===== config.mk =====
export PLATFORM = sky130hd
export DESIGN_NAME = hsv_to_rgb565_core
export DESIGN_NICKNAME = d
export VERILOG_FILES = /design/src/design/hsv565_pkg.sv /design/src/design/hsv565_hue.sv /design/src/design/hsv565_mix.sv /design/src/design/hsv_to_rgb565_core.sv
export SDC_FILE = /design/constraint.sdc
export NUM_CORES = 1
export LEC_CHECK = 0
export ABC_AREA = 1
export BUFFER_PORTS_ARGS = -buffer_cell sky130_fd_sc_hd__buf_2
export CORE_ASPECT_RATIO = 1.5
export CORE_MARGIN = 2
export CORE_UTILIZATION = 30
export CTS_BUF_LIST = sky130_fd_sc_hd__clkbuf_2 sky130_fd_sc_hd__clkbuf_4 sky130_fd_sc_hd__clkbuf_8
export CTS_CLUSTER_SIZE = 28
export DETAILED_ROUTE_END_ITERATION = 16
export HOLD_SLACK_MARGIN = 0.05
export PLACE_DENSITY = 0.52
export RECOVER_POWER = 100
export SYNTH_ARGS = -nofsm -noshare
export SYNTH_HDL_FRONTEND = slang
export SYNTH_SLANG_ARGS = --single-unit

===== constraint.sdc =====
create_clock -name clk -period 11.3 [get_ports clk]
set_input_delay 1.13 -clock clk [delete_from_list [all_inputs] [get_ports clk]]
set_output_delay 1.13 -clock clk [all_outputs]
set_load 0.05 [all_outputs]

===== src/design/hsv565_pkg.sv =====
// Shared types and constants for the HSV to RGB565 converter.
// No dependencies; imported by every design module of the block.
package hsv565_pkg;

    // Field widths
    localparam int HUE_W = 16;
    localparam int SV_W  = 9;
    localparam int RGB_W = 16;

    // Smallest multiple of 360 that lifts any 16-bit signed hue to >= 0
    localparam logic [16:0] HUE_OFFSET      = 17'd33120;
    // Reciprocal of 360: ceil(2^25 / 360), exact for values below 65888
    localparam logic [16:0] RECIP_360       = 17'd93207;
    localparam int          RECIP_360_SHIFT = 25;
    localparam logic [8:0]  DEG_CIRCLE      = 9'd360;
    localparam logic [8:0]  SECTOR_DEG      = 9'd60;
    // Reciprocal of 60: ceil(2^28 / 60), exact for numerators below 2^22
    localparam logic [22:0] RECIP_60        = 23'd4473925;
    localparam int          RECIP_60_SHIFT  = 28;
    // Q0.8 full scale
    localparam logic [8:0]  SV_FULL         = 9'd256;

    // 60-degree hue sectors
    typedef enum logic [2:0] {
        SECT_RED_YELLOW    = 3'd0,
        SECT_YELLOW_GREEN  = 3'd1,
        SECT_GREEN_CYAN    = 3'd2,
        SECT_CYAN_BLUE     = 3'd3,
        SECT_BLUE_MAGENTA  = 3'd4,
        SECT_MAGENTA_RED   = 3'd5
    } sector_t;

    // Transaction handed from the hue stages to the mixing stages
    typedef struct packed {
        logic        valid;
        sector_t     sector;
        logic [5:0]  hp;
        logic [16:0] c;
        logic [8:0]  v;
    } hsv565_sect_t;

endpackage


===== src/design/hsv565_hue.sv =====
// Hue front end: reduces the hue modulo 360, splits it into sector and
// offset, and forms chroma. Three register stages. Depends on hsv565_pkg.
module hsv565_hue
    import hsv565_pkg::*;
(
    input  logic               clk,
    input  logic               rst_n,
    input  logic               in_valid,
    input  logic [HUE_W-1:0]   hue,
    input  logic [SV_W-1:0]    saturation,
    input  logic [SV_W-1:0]    brightness,
    output hsv565_sect_t       sect
);

    // Stage A: offset hue, reciprocal multiply, clamp s and v
    logic        a_valid_reg;
    logic [16:0] a_u_reg;
    logic [7:0]  a_q_reg;
    logic [8:0]  a_s_reg;
    logic [8:0]  a_v_reg;

    logic [16:0] a_u_next;
    logic [33:0] a_prod;
    logic [8:0]  a_s_next;
    logic [8:0]  a_v_next;

    always_comb
    begin
        a_u_next = {hue[HUE_W-1], hue} + HUE_OFFSET;
        a_prod   = 34'(a_u_next) * 34'(RECIP_360);
        a_s_next = (saturation > SV_FULL) ? SV_FULL : saturation;
        a_v_next = (brightness > SV_FULL) ? SV_FULL : brightness;
    end

    // Stage B: remainder modulo 360 with one correction step, chroma product
    logic        b_valid_reg;
    logic [8:0]  b_h_reg;
    logic [16:0] b_c_reg;
    logic [8:0]  b_v_reg;

    logic [16:0] b_qx;
    logic [16:0] b_rem;
    logic [16:0] b_rem_fix;
    logic [17:0] b_cprod;

    always_comb
    begin
        b_qx      = 17'(a_q_reg) * 17'(DEG_CIRCLE);
        b_rem     = a_u_reg - b_qx;
        b_rem_fix = (b_rem >= 17'(DEG_CIRCLE)) ? (b_rem - 17'(DEG_CIRCLE)) : b_rem;
        b_cprod   = a_s_reg * a_v_reg;
    end

    // Stage C: sector and offset within the sector
    logic        c_valid_reg;
    sector_t     c_sector_reg;
    logic [5:0]  c_hp_reg;
    logic [16:0] c_c_reg;
    logic [8:0]  c_v_reg;

    sector_t     c_sector_next;
    logic [8:0]  c_base;

    always_comb
    begin
        priority if (b_h_reg >= 9'd300)
        begin
            c_sector_next = SECT_MAGENTA_RED;
            c_base        = 9'd300;
        end
        else if (b_h_reg >= 9'd240)
        begin
            c_sector_next = SECT_BLUE_MAGENTA;
            c_base        = 9'd240;
        end
        else if (b_h_reg >= 9'd180)
        begin
            c_sector_next = SECT_CYAN_BLUE;
            c_base        = 9'd180;
        end
        else if (b_h_reg >= 9'd120)
        begin
            c_sector_next = SECT_GREEN_CYAN;
            c_base        = 9'd120;
        end
        else if (b_h_reg >= SECTOR_DEG)
        begin
            c_sector_next = SECT_YELLOW_GREEN;
            c_base        = SECTOR_DEG;
        end
        else
        begin
            c_sector_next = SECT_RED_YELLOW;
            c_base        = 9'd0;
        end
    end

    // Advance valid bits
    always_ff @(posedge clk or negedge rst_n)
    begin
        if (!rst_n)
        begin
            a_valid_reg <= 1'b0;
            b_valid_reg <= 1'b0;
            c_valid_reg <= 1'b0;
        end
        else
        begin
            a_valid_reg <= in_valid;
            b_valid_reg <= a_valid_reg;
            c_valid_reg <= b_valid_reg;
        end
    end

    // Advance payload
    always_ff @(posedge clk)
    begin
        a_u_reg      <= a_u_next;
        a_q_reg      <= a_prod[RECIP_360_SHIFT+7:RECIP_360_SHIFT];
        a_s_reg      <= a_s_next;
        a_v_reg      <= a_v_next;
        b_h_reg      <= b_rem_fix[8:0];
        b_c_reg      <= b_cprod[16:0];
        b_v_reg      <= a_v_reg;
        c_sector_reg <= c_sector_next;
        c_hp_reg     <= 6'(b_h_reg - c_base);
        c_c_reg      <= b_c_reg;
        c_v_reg      <= b_v_reg;
    end

    assign sect.valid  = c_valid_reg;
    assign sect.sector = c_sector_reg;
    assign sect.hp     = c_hp_reg;
    assign sect.c      = c_c_reg;
    assign sect.v      = c_v_reg;

endmodule


===== src/design/hsv565_mix.sv =====
// Channel back end: secondary term, offset m, 8-bit scaling and RGB565
// packing. Four register stages, the last one drives the outputs.
// Depends on hsv565_pkg.
module hsv565_mix
    import hsv565_pkg::*;
(
    input  logic               clk,
    input  logic               rst_n,
    input  hsv565_sect_t       sect,
    output logic               done,
    output logic [RGB_W-1:0]   rgb565
);

    // Stage D: numerator of the secondary term and m = v*256 - c
    logic        d_valid_reg;
    sector_t     d_sector_reg;
    logic [22:0] d_num_reg;
    logic [16:0] d_c_reg;
    logic [16:0] d_m_reg;

    logic [5:0]  d_t;
    logic [22:0] d_num_next;

    always_comb
    begin
        d_t        = sect.sector[0] ? 6'(SECTOR_DEG[5:0] - sect.hp) : sect.hp;
        d_num_next = 23'(sect.c) * 23'(d_t);
    end

    // Stage E: divide by 60 through the reciprocal
    logic        e_valid_reg;
    sector_t     e_sector_reg;
    logic [16:0] e_x_reg;
    logic [16:0] e_c_reg;
    logic [16:0] e_m_reg;

    logic [45:0] e_prod;

    always_comb
    begin
        e_prod = 46'(d_num_reg) * 46'(RECIP_60);
    end

    // Stage F: route c and x to channels and add m
    logic        f_valid_reg;
    logic [16:0] f_r_reg;
    logic [16:0] f_g_reg;
    logic [16:0] f_b_reg;

    logic [16:0] f_r;
    logic [16:0] f_g;
    logic [16:0] f_b;

    always_comb
    begin
        unique case (e_sector_reg)
            SECT_RED_YELLOW:
            begin
                f_r = e_c_reg; f_g = e_x_reg; f_b = '0;
            end
            SECT_YELLOW_GREEN:
            begin
                f_r = e_x_reg; f_g = e_c_reg; f_b = '0;
            end
            SECT_GREEN_CYAN:
            begin
                f_r = '0; f_g = e_c_reg; f_b = e_x_reg;
            end
            SECT_CYAN_BLUE:
            begin
                f_r = '0; f_g = e_x_reg; f_b = e_c_reg;
            end
            SECT_BLUE_MAGENTA:
            begin
                f_r = e_x_reg; f_g = '0; f_b = e_c_reg;
            end
            default:
            begin
                f_r = e_c_reg; f_g = '0; f_b = e_x_reg;
            end
        endcase
    end

    // Stage G: scale by 255/65536 with truncation and pack 5/6/5
    logic             g_valid_reg;
    logic [RGB_W-1:0] g_rgb_reg;

    logic [24:0] g_rs;
    logic [24:0] g_gs;
    logic [24:0] g_bs;
    logic [RGB_W-1:0] g_rgb_next;

    always_comb
    begin
        g_rs       = {f_r_reg, 8'b0} - 25'(f_r_reg);
        g_gs       = {f_g_reg, 8'b0} - 25'(f_g_reg);
        g_bs       = {f_b_reg, 8'b0} - 25'(f_b_reg);
        g_rgb_next = {g_rs[23:19], g_gs[23:18], g_bs[23:19]};
    end

    // Advance valid bits
    always_ff @(posedge clk or negedge rst_n)
    begin
        if (!rst_n)
        begin
            d_valid_reg <= 1'b0;
            e_valid_reg <= 1'b0;
            f_valid_reg <= 1'b0;
            g_valid_reg <= 1'b0;
        end
        else
        begin
            d_valid_reg <= sect.valid;
            e_valid_reg <= d_valid_reg;
            f_valid_reg <= e_valid_reg;
            g_valid_reg <= f_valid_reg;
        end
    end

    // Advance payload
    always_ff @(posedge clk)
    begin
        d_sector_reg <= sect.sector;
        d_num_reg    <= d_num_next;
        d_c_reg      <= sect.c;
        d_m_reg      <= {sect.v, 8'b0} - sect.c;
        e_sector_reg <= d_sector_reg;
        e_x_reg      <= e_prod[RECIP_60_SHIFT+16:RECIP_60_SHIFT];
        e_c_reg      <= d_c_reg;
        e_m_reg      <= d_m_reg;
        f_r_reg      <= f_r + e_m_reg;
        f_g_reg      <= f_g + e_m_reg;
        f_b_reg      <= f_b + e_m_reg;
        g_rgb_reg    <= g_rgb_next;
    end

    assign done   = g_valid_reg;
    assign rgb565 = g_rgb_reg;

endmodule


===== src/design/hsv_to_rgb565_core.sv =====
// Top level of the HSV to RGB565 converter.
// Depends on hsv565_pkg, hsv565_hue and hsv565_mix.

// Converts one pixel per clock from signed hue (degrees), saturation and
// brightness (Q0.8, values above 256 clamp to 256) to packed RGB565. The
// block never raises busy, so a transaction is taken on every cycle that
// start is high. Each result appears on rgb565 with done high for exactly
// one cycle, once its transaction has passed register stages A to G, in
// order; the receiver cannot stall it and must take it in that cycle.
// Throughput is one pixel per clock, set by a seven-stage pipeline with no
// feedback: three stages reduce the hue (reciprocal multiply by 1/360) and
// form chroma, four form the secondary term (reciprocal multiply by 1/60),
// add the offset, scale to 8 bits and pack.
module hsv_to_rgb565_core
    import hsv565_pkg::*;
(
    input  logic               clk,
    input  logic               rst_n,
    input  logic               start,
    output logic               busy,
    input  logic [HUE_W-1:0]   hue,
    input  logic [SV_W-1:0]    saturation,
    input  logic [SV_W-1:0]    brightness,
    output logic               done,
    output logic [RGB_W-1:0]   rgb565
);

    hsv565_sect_t sect;

    // Pipeline accepts every cycle
    assign busy = 1'b0;

    hsv565_hue u_hue (
        .clk        (clk),
        .rst_n      (rst_n),
        .in_valid   (start),
        .hue        (hue),
        .saturation (saturation),
        .brightness (brightness),
        .sect       (sect)
    );

    hsv565_mix u_mix (
        .clk    (clk),
        .rst_n  (rst_n),
        .sect   (sect),
        .done   (done),
        .rgb565 (rgb565)
    );

endmodule


==> summary.md <==
| Metric | Value |
|---|---|
| Met3 Track Usage GR | `1.70%` |
| WL per Instance | `15.7 µm` |
| CP max stage cell | `xor2_1` |
| Final Cycle Share | `58.7%` |
| DRT iter0 DRCs | `1033` |
| Placed instance area | `31400 µm²` |
| Yosys top cell by area | `ha_1` |
| Hold Crit Class | `reg2reg` |
| Remaining global-route overflow | `0` |
| Clock Root Buffer | `clkbuf_8` |
| Grt peak-use layer | `met2` |
| Met1 usage | `about 16%` |
| I/O pin count | `55` |
| Largest net degree at the start of global routing | `21` |
| # DRC | `0` |
| CTS tree | `done` |
| Die area | `102000 µm²` |
| Global-route met2 utilization | `between 30% and 40%` |
| Total CTS buffers | `51` |
| H-Tree Level Count | `2` |
| Chip Height | `389 µm` |
| Buf/Inv on CP | `5` |
| Max-slew headroom | `19.6%` |
| CORE AREA | `98300 µm²` |
| Crit. End Element | `register` |
| GRT Util Overall | `16.1%` |
| CP max stage delay | `roughly 0.57 ns` |
| Clock Sinks | `299` |
| Synthesized area | `29700 µm²` |
| Worst EP arrival | `7.20 ns` |
| Post-synth top area share | `20.8%` |
| Placed wire-length estimate | `~69000 µm` |
| Vias in the first global route | `between 20k and 25k` |
| Cell family with most CP delay | `adder cells` |
| RSZ-0062 raised after global routing | `no` |
| Initial antenna violation count | `1` |
| Post-CTS Resized | `0` |
| Synth area leaders | `ha_1 (21%), dfxtp_1 (20%), fa_1 (19%), inv_1 (11%), nand2_1 (8.2%)` |
| Critical path required time | `roughly 12 ns` |
| Mapped Cells | `3690` |
| Flops & latches, synth | `299` |
| Final setup vio count | `0` |
| Worst slew pin tran | `1.20 ns` |
| Post-DR vias/cell | `4.58` |
| CTS Hold Buffers Added | `0` |
| Critical path class | `in2reg` |
| Routability cong. | `0.909` |
| Mean area per synthesized cell | `8.05 µm²` |
| Post-synth EDFFs | `0` |
| PortBufs | `53` |
| Slew Limit Fails | `0` |
| Setup repair bufs after CTS | `0` |
| CP most frequent cell | `ha_1` |
| Die X | `261 µm` |
| Cell row count | `141` |
| Sequential area share after synthesis | `20.3%` |
| Via count | `between 20k and 25k` |
| Startpoint types | `primary input` |
| Initial Util | `30.2%` |
| Crit path max fanout | `7` |
| Max reg flops | `23` |
| Clk Latency, worst-skew pair | `between 0.6 and 0.7 ns` |
| YS warnings | `0` |
| Fin area | `32500 µm²` |
| Routed wire length | `79800 µm` |
| FMAX | `151 MHz` |
| Syn Nets | `about 4.5k` |
| Max-cap violation count | `0` |
| Post-route ant nets | `0` |
| Global-route wire length before repair | `128000 µm` |
| Status | `complete, no violations` |
| Clock transition at path regs | `0.06 ns` |
| Post-synthesis cell type count | `53` |
| Router iterations before antenna repair | `5` |
| CTS Buffer Depth | `3` |
| Area grow syn2layout | `9.26%` |
| Layout Skew | `0.0296 ns` |
| Fin Setup TNS | `0 ns` |
| Nets | `between 4k and 5k` |
| Fin. Hold Viols | `0` |
| Synth async-reset ratio | `2.34%` |
| Dominant synthesized flop cell | `dfxtp_1` |
| Layout cells sized above 1 | `3.55%` |
| Final Critical Period | `6.63 ns` |
[layer usage]
| layer | vias up | part of all wire (%) |
|---|---|---|
| met3 | 215 | 2.8 |
| met5 | - | 0 |
| met1 | 10900 | 36 |
| li1 | 11700 | - |
| met4 | 0 | 5.8 |
| met2 | 457 | 55 |
[cells in the mapped netlist (3+ instances only)]
library cell,instances
nor3b_1,4
xnor2_1,38
o21ai_2,3
o21ai_0,92
o2111ai_1,3
fa_1,281
nor3_2,3
o211ai_1,5
nand2_2,4
buf_2,3
a21boi_0,8
a21oi_1,183
nor4_1,12
dfxtp_1,292
dfrtp_1,7
nor3_1,30
ha_1,494
a21o_1,28
nand3b_1,4
nand2_1,651
o22ai_1,50
nor2_1,247
nand4_1,38
clkbuf_1,33
nor2_2,5
a31oi_1,20
inv_1,859
o21bai_1,13
xor2_1,108
o31ai_1,5
or2_2,5
nand3_1,128
o21a_1,9
and2_1,3
[worst register-to-register path, cell delays in order (launching register included)]
cell     delay (ns)
dfxtp_1        0.88
inv_1          0.12
ha_1           0.25
o21ai_0        0.21
or2_2          0.14
nand2_1        0.13
inv_1          0.47
nor2_1         0.13
fa_1           0.52
inv_1          0.06
fa_1           0.53
fa_1           0.60
inv_1          0.06
ha_1           0.38
a21o_1         0.23
a31oi_1        0.26
nand3_1        0.21
a21oi_1        0.28
o21ai_0        0.12
nand2_1        0.09
nand2_1        0.06
[metrics by stage]
step                      worst slack (ns)  hold WS (ns)  utilization, %  std cells
after global placement                4.03         0.310            32.0       4994
after global routing                  4.29         0.330            33.0       5088
after detailed placement              3.98         0.312            32.0       4994
final                                 4.67         0.317            33.0       5088
after floorplan                       4.79         0.310               -       3690
after CTS                             4.68         0.253            33.1       5087
[area by class of cell]
type	instances	area, µm²
Multi-Input combinational cell	2493	20300
Tap cell	1287	1610
Clock inverter	20	154
Antenna cell	1	2.50
Inverter	860	3230
Timing Repair Buffer	55	243
Sequential cell	299	6020
Clock buffer	73	942
Fill cell	10500	65800
[final timing paths]
check                                        from             endpoint  slack, ns  depth (start not counted)
worst min register to register  u_mix.d_m_reg[10]    u_mix.e_m_reg[10]       0.32                          0
worst max register to register  u_hue.c_hp_reg[0]  u_mix.d_num_reg[19]       5.49                         20
worst max-delay path                       hue[5]     u_hue.a_q_reg[5]       4.67                         25
max in group asynchronous                   rst_n    u_hue.b_valid_reg      10.66                          1
min in group asynchronous                   rst_n    u_mix.d_valid_reg       0.38                          1
worst min-delay path            u_mix.d_m_reg[10]    u_mix.e_m_reg[10]       0.32                          0
[kinds of logic (layout without fill, tap and decap cells)]
kind of cell / count (synthesis) / in the layout / share of synthesized area, %
XOR/XNOR: 146 / 146 / 4.31
other: 1 / 2 / 0.0126
flip-flops: 299 / 299 / 20.3
adder cells (fa/ha/maj): 775 / 775 / 39.8
buffers and inverters: 898 / 1008 / 11.4
AO/OA/AOI/OAI: 431 / 431 / 8.37
AND/OR/NAND/NOR: 1140 / 1140 / 15.9
[placed cells by master (no fill, tap or decap), types with 9 or more instances in the layout]
cell type and instances:
inv_1 859, nand2_1 653, ha_1 494, dfxtp_1 292, fa_1 281, nor2_1 250
a21oi_1 183, nand3_1 128, xor2_1 108, o21ai_0 95, clkbuf_8 63, o22ai_1 50
nand4_1 38, xnor2_1 38, nor3_1 33, buf_2 29, a21o_1 28, clkbuf_1 26
a31oi_1 20, o21bai_1 13, nor4_1 12, clkinv_2 12, clkbuf_4 10, o21a_1 9
Power is left out: the tool's default activity adds up to more than one toggle a clock period on the data nets, which glitch-free logic cannot reach.
